$ cat config.mk
export PLATFORM = sky130hd
export DESIGN_NAME = paddle_pot_charge_timer_top
export DESIGN_NICKNAME = d
export VERILOG_FILES = /design/src/ppct_pkg.sv /design/src/paddle_pot_charge_timer_top.sv
export VERILOG_INCLUDE_DIRS = /design/src /design/src/src
export SDC_FILE = /design/constraint.sdc
export NUM_CORES = 1
export LEC_CHECK = 0
export ABC_AREA = 1
export BUFFER_PORTS_ARGS = -buffer_cell sky130_fd_sc_hd__buf_2
export CAP_MARGIN = 20
export CORE_ASPECT_RATIO = 1.1
export CORE_UTILIZATION = 60
export CTS_CLUSTER_DIAMETER = 40
export DETAILED_ROUTE_END_ITERATION = 10
export GPL_ROUTABILITY_DRIVEN = 0
export PLACE_DENSITY = 0.8
export SETUP_SLACK_MARGIN = 0.4
export SYNTH_ARGS = -nofsm -noshare
export SYNTH_HDL_FRONTEND = slang
export SYNTH_SLANG_ARGS = --single-unit
$ cat constraint.sdc
create_clock -name clk -period 2.5 [get_ports clk]
set_input_delay 0.25 -clock clk [delete_from_list [all_inputs] [get_ports clk]]
set_output_delay 0.25 -clock clk [all_outputs]
set_load 0.01 [all_outputs]
$ cat src/paddle_pot_charge_timer_top_defines.svh
// Assertion macros shared by the paddle pot charge timer RTL.
`ifndef PADDLE_POT_CHARGE_TIMER_TOP_DEFINES_SVH
`define PADDLE_POT_CHARGE_TIMER_TOP_DEFINES_SVH

// Same-cycle implication, disabled while reset is asserted.
`define PPCT_ASSERT_NOW(lbl, clk, rstn, ante, cons, msg) \
    lbl: assert property (@(posedge clk) disable iff (!(rstn)) (ante) |-> (cons)) \
        else $error(msg);

// Next-cycle implication, disabled while reset is asserted.
`define PPCT_ASSERT_NEXT(lbl, clk, rstn, ante, cons, msg) \
    lbl: assert property (@(posedge clk) disable iff (!(rstn)) (ante) |=> (cons)) \
        else $error(msg);

`endif

$ cat src/ppct_pkg.sv
// Types, constants and helpers for the paddle pot charge timer.
package ppct_pkg;

    localparam int CNT_W  = 9;
    localparam int STEP_W = 8;
    localparam int VAL_W  = 8;

    localparam logic [CNT_W-1:0]  LIMIT      = 9'd255;
    localparam logic [STEP_W-1:0] STEP_RESET = 8'd1;

    typedef enum logic [1:0] {
        PH_DISCHARGE = 2'd0,
        PH_PREPARE   = 2'd1,
        PH_MEASURE   = 2'd2,
        PH_FINISH    = 2'd3
    } phase_t;

    // Counter advance, wraps modulo 512.
    function automatic logic [CNT_W-1:0] bump(input logic [CNT_W-1:0] v,
                                               input logic [STEP_W-1:0] step);
        bump = v + {1'b0, step};
    endfunction

    function automatic logic [VAL_W-1:0] sat8(input logic [CNT_W-1:0] v);
        sat8 = (v < LIMIT) ? v[VAL_W-1:0] : LIMIT[VAL_W-1:0];
    endfunction

endpackage

$ cat src/paddle_pot_charge_timer_top.sv
// Paddle pot charge timer: phase sequencer, charge counters and result register.
//
//  channel | signals                                  | direction
//  --------+------------------------------------------+----------
//  input   | in_valid, in_stall, potx_level, poty_level| in/out
//  output  | out_valid, out_stall, potx_value,        | out/in
//          |   poty_value, drive_low                  |
//  config  | cfg_wr_en, cfg_wr_data (count_step)      | in
//
// One tick per cycle while in_stall is low: the phase/counter update is 9-bit
// adds and compares between the state registers and the result register.
// A result appears in the cycle after its tick is accepted.
// in_stall is high only while a held result is stalled by out_stall.
// Reset puts the block in discharge with all counters at zero and step = 1.
`include "paddle_pot_charge_timer_top_defines.svh"

module paddle_pot_charge_timer_top (
    input  logic                        clk,
    input  logic                        rst_n,
    input  logic                        in_valid,
    output logic                        in_stall,
    input  logic                        potx_level,
    input  logic                        poty_level,
    output logic                        out_valid,
    input  logic                        out_stall,
    output logic [ppct_pkg::VAL_W-1:0]  potx_value,
    output logic [ppct_pkg::VAL_W-1:0]  poty_value,
    output logic                        drive_low,
    input  logic                        cfg_wr_en,
    input  logic [ppct_pkg::STEP_W-1:0] cfg_wr_data
);

    logic [ppct_pkg::STEP_W-1:0] step_reg;
    ppct_pkg::phase_t            phase_reg, phase_next;
    logic [ppct_pkg::CNT_W-1:0]  dis_reg, dis_next;
    logic [ppct_pkg::CNT_W-1:0]  win_reg, win_next;
    logic [ppct_pkg::CNT_W-1:0]  x_cnt_reg, x_cnt_next;
    logic [ppct_pkg::CNT_W-1:0]  y_cnt_reg, y_cnt_next;
    logic [ppct_pkg::CNT_W-1:0]  dis_bumped;
    logic                        drive_next;
    logic                        out_valid_reg;
    logic [ppct_pkg::VAL_W-1:0]  potx_value_reg, poty_value_reg;
    logic                        drive_low_reg;
    logic                        in_acc;

    assign in_stall = out_valid_reg & out_stall;
    assign in_acc   = in_valid & ~in_stall;

    always_ff @(posedge clk or negedge rst_n)
    begin
        if (!rst_n)
        begin
            step_reg <= ppct_pkg::STEP_RESET;
        end
        else if (cfg_wr_en)
        begin
            step_reg <= cfg_wr_data;
        end
    end

    always_comb
    begin
        phase_next = phase_reg;
        dis_next   = dis_reg;
        win_next   = win_reg;
        x_cnt_next = x_cnt_reg;
        y_cnt_next = y_cnt_reg;
        drive_next = 1'b0;
        dis_bumped = ppct_pkg::bump(dis_reg, step_reg);
        case (phase_reg)
            ppct_pkg::PH_DISCHARGE:
            begin
                drive_next = 1'b1;
                if (dis_bumped >= ppct_pkg::LIMIT)
                begin
                    dis_next   = '0;
                    phase_next = ppct_pkg::PH_PREPARE;
                end
                else
                begin
                    dis_next = dis_bumped;
                end
            end
            ppct_pkg::PH_PREPARE:
            begin
                x_cnt_next = '0;
                y_cnt_next = '0;
                win_next   = '0;
                phase_next = ppct_pkg::PH_MEASURE;
            end
            ppct_pkg::PH_MEASURE:
            begin
                if (!potx_level && x_cnt_reg < ppct_pkg::LIMIT)
                    x_cnt_next = ppct_pkg::bump(x_cnt_reg, step_reg);
                if (!poty_level && y_cnt_reg < ppct_pkg::LIMIT)
                    y_cnt_next = ppct_pkg::bump(y_cnt_reg, step_reg);
                // window timeout overrides both-pins-high
                if (win_reg >= ppct_pkg::LIMIT)
                    phase_next = ppct_pkg::PH_DISCHARGE;
                else if (potx_level && poty_level)
                    phase_next = ppct_pkg::PH_FINISH;
                win_next = ppct_pkg::bump(win_reg, step_reg);
            end
            default:
            begin
                drive_next = 1'b1;
                if (win_reg >= ppct_pkg::LIMIT)
                    phase_next = ppct_pkg::PH_DISCHARGE;
                win_next = ppct_pkg::bump(win_reg, step_reg);
            end
        endcase
    end

    always_ff @(posedge clk or negedge rst_n)
    begin
        if (!rst_n)
        begin
            phase_reg <= ppct_pkg::PH_DISCHARGE;
            dis_reg   <= '0;
            win_reg   <= '0;
            x_cnt_reg <= '0;
            y_cnt_reg <= '0;
        end
        else if (in_acc)
        begin
            phase_reg <= phase_next;
            dis_reg   <= dis_next;
            win_reg   <= win_next;
            x_cnt_reg <= x_cnt_next;
            y_cnt_reg <= y_cnt_next;
        end
    end

    always_ff @(posedge clk or negedge rst_n)
    begin
        if (!rst_n)
        begin
            out_valid_reg <= 1'b0;
        end
        else if (in_acc)
        begin
            out_valid_reg <= 1'b1;
        end
        else if (!out_stall)
        begin
            out_valid_reg <= 1'b0;
        end
    end

    always_ff @(posedge clk)
    begin
        if (in_acc)
        begin
            potx_value_reg <= ppct_pkg::sat8(x_cnt_next);
            poty_value_reg <= ppct_pkg::sat8(y_cnt_next);
            drive_low_reg  <= drive_next;
        end
    end

    assign out_valid  = out_valid_reg;
    assign potx_value = potx_value_reg;
    assign poty_value = poty_value_reg;
    assign drive_low  = drive_low_reg;

    `PPCT_ASSERT_NEXT(a_acc_gives_result, clk, rst_n, in_acc, out_valid_reg,
        "accepted transaction produced no result")
    `PPCT_ASSERT_NOW(a_stall_needs_held, clk, rst_n, in_stall, out_valid_reg,
        "input stalled with no result held")
    `PPCT_ASSERT_NEXT(a_prepare_clears, clk, rst_n,
        in_acc && phase_reg == ppct_pkg::PH_PREPARE,
        x_cnt_reg == '0 && y_cnt_reg == '0 && win_reg == '0 &&
        phase_reg == ppct_pkg::PH_MEASURE,
        "prepare did not clear counts")
    `PPCT_ASSERT_NEXT(a_drive_matches_phase, clk, rst_n, in_acc,
        drive_low_reg == ($past(phase_reg) == ppct_pkg::PH_DISCHARGE ||
                          $past(phase_reg) == ppct_pkg::PH_FINISH),
        "drive_low does not match phase")
    `PPCT_ASSERT_NOW(a_count_bound, clk, rst_n, 1'b1,
        x_cnt_reg <= 9'd509 && y_cnt_reg <= 9'd509,
        "charge count out of range")

endmodule

# --- Word level (Yosys, flattened, before mapping) ---
# Index checks and enable logic that the tools add are counted.
word_totals:
  regBits: 64
  word_cells: 54
op_classes:
  n_mux: 14
  addsub: 4
  eq_ne: 5
  bitwise_logic: 4
  magnitude_cmp: 6
  reduce_logical: 11
ops:
  columns: ["cell", "n"]
  rows:
  - ["9-bit one-hot mux with 2 select lines", 3]
  - ["9-bit by 8-bit adder with 9-bit output", 4]
  - ["9-bit by 8-bit < comparator with 1-bit output (second input constant)", 4]
  - ["9-bit 2-to-1 mux", 3]
  - ["9-bit by 8-bit >= comparator with 1-bit output (second input constant)", 2]
  - ["2-bit 2-to-1 mux", 4]
  - ["2-bit one-hot mux with 3 select lines", 1]
  - ["2-bit AND reduction", 2]
  - ["4-bit AND reduction", 1]
  - ["4-bit nonzero test", 1]
  - ["1-bit logical AND", 3]
  - ["1-bit 2-to-1 mux", 3]
  - ["3-bit inequality test (second input constant)", 1]
  - ["1-bit AND", 2]
  - ["2-bit by 1-bit equality test with 1-bit output (second input constant)", 1]
  - ["2-bit equality test (second input constant)", 1]
  - ["1-bit logical NOT", 2]
  - ["2-bit logical NOT", 1]
  - ["2-bit by 1-bit inequality test with 1-bit output (second input constant)", 1]
  - ["2-bit inequality test (second input constant)", 1]
  - ["1-bit inverter", 2]
  - ["2-bit OR reduction", 1]

# --- Depth between registers and ports, before layout ---
logic_depth:
  word_depth: 5
  depth_mapped: 14
  ltp_nobuf: 14

# --- Least setup slack after synthesis ---
# No wires, ideal clock.
synth_path:
  path_type: "flip-flop to flip-flop"
  startpoint: "register step_reg[0] in the netlist's numbering"
  endpoint: "register poty_value_reg, in the netlist poty_value[0] (data pin)"
  path_slack_ps: 269
  required_time_ps: 2234
  path_stages_with_launch: 15
  path_buffers: 0
  t_arrival_ps: 1965
  period_less_slack_ps: 2231
  cell_sequence: "dfstp_2 -> ha_1 -> inv_1 -> fa_1 -> nand3b_1 -> nand2_1 -> a21oi_2 -> nor2_1 -> nor2_1 -> nand2_1 -> nand2_1 -> nand2_1 -> inv_2 -> nand3_4 -> nand3_1"
synth_between:
  elab_chain_len: 4
synth_rtl:
  columns: ["element", "line", "source"]
  rows:
  - ["start: declaration", "paddle_pot_charge_timer_top.sv:33", "logic [ppct_pkg::STEP_W-1:0] step_reg;"]
  - ["start signal: assignment", "paddle_pot_charge_timer_top.sv:53", "step_reg <= ppct_pkg::STEP_RESET;"]
  - ["start signal: assignment", "paddle_pot_charge_timer_top.sv:57", "step_reg <= cfg_wr_data;"]
  - ["9-bit by 8-bit adder with 9-bit output *", "ppct_pkg.sv:21", "bump = v + {1'b0, step};"]
  - ["9-bit 2-to-1 mux *", "paddle_pot_charge_timer_top.sv:95", "if (!poty_level && y_cnt_reg < ppct_pkg::LIMIT)"]
  - ["9-bit one-hot mux with 2 select lines *", "paddle_pot_charge_timer_top.sv:70", "case (phase_reg)"]
  - ["9-bit by 8-bit < comparator with 1-bit output", "ppct_pkg.sv:25", "sat8 = (v < LIMIT) ? v[VAL_W-1:0] : LIMIT[VAL_W-1:0];"]
  - ["end signal: assignment", "paddle_pot_charge_timer_top.sv:155", "poty_value_reg <= ppct_pkg::sat8(y_cnt_next);"]
  - ["end: declaration", "paddle_pot_charge_timer_top.sv:42", "logic [ppct_pkg::VAL_W-1:0] potx_value_reg, poty_value_reg;"]
# Every way passes the cells marked *; elsewhere a longest branch is shown, timed or not.
# A chain may end at the register's enable or synchronous reset.

# --- Worst setup path after layout ---
layout_path:
  startpoint: "register step_reg[0] in the netlist's numbering"
  endpoint: "register potx_value_reg, in the netlist potx_value[1] (data pin)"
layout_between:
  elab_chain_len: 4
layout_rtl:
  columns: ["element", "line", "source"]
  rows:
  - ["9-bit by 8-bit adder with 9-bit output *", "ppct_pkg.sv:21", null]
  - ["9-bit 2-to-1 mux *", "paddle_pot_charge_timer_top.sv:93", "if (!potx_level && x_cnt_reg < ppct_pkg::LIMIT)"]
  - ["9-bit one-hot mux with 2 select lines *", "paddle_pot_charge_timer_top.sv:70", null]
  - ["9-bit by 8-bit < comparator with 1-bit output", "ppct_pkg.sv:25", null]
  - ["end signal: assignment", "paddle_pot_charge_timer_top.sv:154", "potx_value_reg <= ppct_pkg::sat8(x_cnt_next);"]
  - ["end: declaration", "paddle_pot_charge_timer_top.sv:42", null]
# Marked as above.

==> qor.csv <==
stage,metric,value,unit
final_layout,multi-input logic area,2860,sq um
floorplan,Die ar.,8090,sq um
clocking,CTS tree,yes,
worst_hold_path,worst hold path class,input port to register,
final_layout,Fillers,527,
sta,Worst slew margin,56.7,%
floorplan,Die Span Y,94.2,microns
final_layout,Ant. Diodes,0,
synth,simple logic cell fraction of the synthesized area,31.4,%
global_route,grt ovf,0,
route,Final ANT Viol Nets,0,
placed_design,Post-DP Area,5020,sq um
placed_design,post-DP HPWL,7.90,mm
synth,post-synthesis adder-cell area fraction,11.4,%
synth,library cells used by synthesis,42,
final_layout,"Area growth, synth to finish",20.3,%
synth,register area share after synthesis,36.4,%
sta,RSZ-0062 raised after global routing,yes,
synth,Mapped Avg Cell Area,7.87,sq um
synth,post-synthesis compound-gate area fraction,9.41,%
floorplan,Starting Density,62.1,%
power,Leak Pwr,2.81,nW
synth,Area contributors post-synth,"dfrtp_1, nand2_1, edfxtp_1, ha_1, inv_1",
clocking,total number of H-tree levels,3,
synth,post-synthesis mux area share,1.70,%
critical_path,Worst Path Required,2.59,ns
final_layout,most frequent cells in the layout,"nand2_1, inv_1, dfrtp_1",
route,via count,4180,
final_layout,register area,1690,sq um
synth,syn_nets,645,
job,maxcap violations,0,
critical_path,Worst EP arrival,2.39,ns
synth,largest family of logic cells by synthesized area,simple AND/OR/NAND/NOR gates,
route,Vias/cell,5.50,
critical_path,CP Max Fanout,7,
clocking,CTS root buffer,clkbuf_8,
floorplan,Cell Rows,33,
clocking,"Clk pin slew, worst setup/hold paths",0.08,ns
sta,"Hold Vio Cnt, Final",0,
clocking,Bufs on Longest Clock Path,2,
route,DR iter-0 viols,211,
sta,Max Freq,0.434,GHz
floorplan,Die Wd,85.9,microns
critical_path,Startpoint Class,register,
critical_path,Crit Path Class,register to register,
floorplan,Ports,34,
global_route,largest net degree at the start of global routing,37,
route,WL final,11.3,mm
critical_path,critical path endpoint category,register,
sta,Fin Hold WS,0.116,ns
status,status,"complete, no violations",
clocking,"Clk Latency, worst-skew pair",0.34,ns
power,peak supply drop,0.651,mV
final_layout,final non-filler cell area,5580,sq um
synth,Yosys warning total,0,
synth,top-area cell type share of the netlist area,24.8,%
synth,post-synthesis xor/xnor area fraction,1.32,%
global_route,first-pass GRT wire length,18.1,mm
sta,Worst Skew,0.00967,ns
floorplan,core area,7470,sq um
global_route,initial antenna violation count,0,
final_layout,"commonest non-fill, non-tap cell in the layout",nand2_1,
final_layout,ratio of cells with drive above 1 in the final layout,29.2,%
clocking,clock sink count,64,
global_route,Tot GR Track Use,29.2,%
power,PwrDens,1110,nW/um^2
sta,Max Transition Viols Final,0,
sta,Final Setup Violations,0,
synth,number of standard cells after synthesis,590,
final_layout,final net count,705,
placed_design,port bufs,33,
route,drt wl/cell,14.8,microns
synth,cell accounting for the most synthesized area,dfrtp_1,
route,DR pass1 iterations,4,
synth,#FFs+latches synth,64,
sta,Tcrit/Tclk final,92.1,%
final_layout,Layout Utilization,74.7,%
global_route,vias in the first global route,4032,
sta,shortest period the worst path allows,2.30,ns
sta,Worst Max-Slew Pin Slew,0.649,ns
clocking,TritonCTS buffer count,9,
sta,setup_tns,0,ns
synth,mapped cell area,4640,sq um
route,Post-route DRC,0,
## layout make-up
class / count / area share (%)
clock buffer: 11 / 2.73
sequential: 64 / 30.4
clock inverter: 5 / 0.964
multi-input combinational: 429 / 51.2
tap: 105 / 2.35
timing repair buffer: 55 / 6.19
inverter: 91 / 6.25
## routing by layer
layer,global-route usage (%),vias up,wire length [microns]
met4,13.5,0,336
met2,52.6,127,5640
met3,3.25,27,463
met5,0,-,0
met1,34.8,1987,4840
li1,-,2039,-
## cell families (layout without fill, tap and decap cells)
logic type,Yosys count,after routing
simple gates,303,303
buf+inv,98,162
compound gates,71,72
flops,64,64
fa+ha+maj,40,40
xor+xnor,7,7
mux,7,7
## synthesized netlist by cell type, drive strengths merged
cell type,number
nand2,186
inv,91
nand3,55
dfrtp,46
nor2,45
ha,36
o21ai,31
a21oi,27
edfxtp,17
nand4,9
mux2,7
buf,4
fa,4
xnor2,4
clkbuf,3
nand3b,3
o21bai,3
o22ai,3
o31ai,3
xor2,3
a21o,2
o211ai,2
or2,2
dfstp,1
nor3,1
nor3b,1
nor4,1
## stage by stage
stage	worst slack, ns	total power, mW	instances
5_1_grt	0.0683	6.65	760
3_3_place_gp	0.211	4.68	728
2_1_floorplan	0.325	4.14	590
3_5_place_dp	0.145	4.79	728
6_report	0.198	6.20	760
4_1_cts	0.212	5.87	753
## critical path, stage by stage, from the launching register on
cell	delay [ns]
dfstp_2	0.61
ha_4	0.16
inv_2	0.04
fa_2	0.36
inv_2	0.07
nand3_2	0.07
nand2_4	0.10
inv_2	0.04
o21bai_1	0.11
nand2_1	0.08
nand3_2	0.08
o21ai_4	0.08
nand4_4	0.16
nand3_2	0.10
## power by group
group	internal (mW)	total (mW)	switching (mW)
combinational	1.39	3.50	2.12
clock	0.518	0.930	0.412
sequential	1.47	1.77	0.293
## worst paths after layout
| check | startpoint | to | slack (ns) | depth (start not counted) |
|---|---|---|---|---|
| max in group asynchronous | rst_n | step_reg[0] | 1.34 | 3 |
| worst max-delay path | step_reg[0] | potx_value[1] | 0.20 | 13 |
| worst max register to register | step_reg[0] | potx_value[1] | 0.20 | 13 |
| worst min-delay path | cfg_wr_data[1] | step_reg[1] | 0.12 | 3 |
| min in group asynchronous | rst_n | dis_reg[8] | 0.47 | 2 |
| worst min register to register | dis_reg[6] | dis_reg[6] | 0.50 | 2 |
## timing repair
action	CTS	global route
gates cloned	1	0
endpoints found under the setup margin	27	43
hold endpoints to repair	21	0
hold buffers	1	0
pin swaps	15	21
buffers inserted	7	7
resized for setup	18	33
No activity file was read; power rests on OpenSTA's default activity.
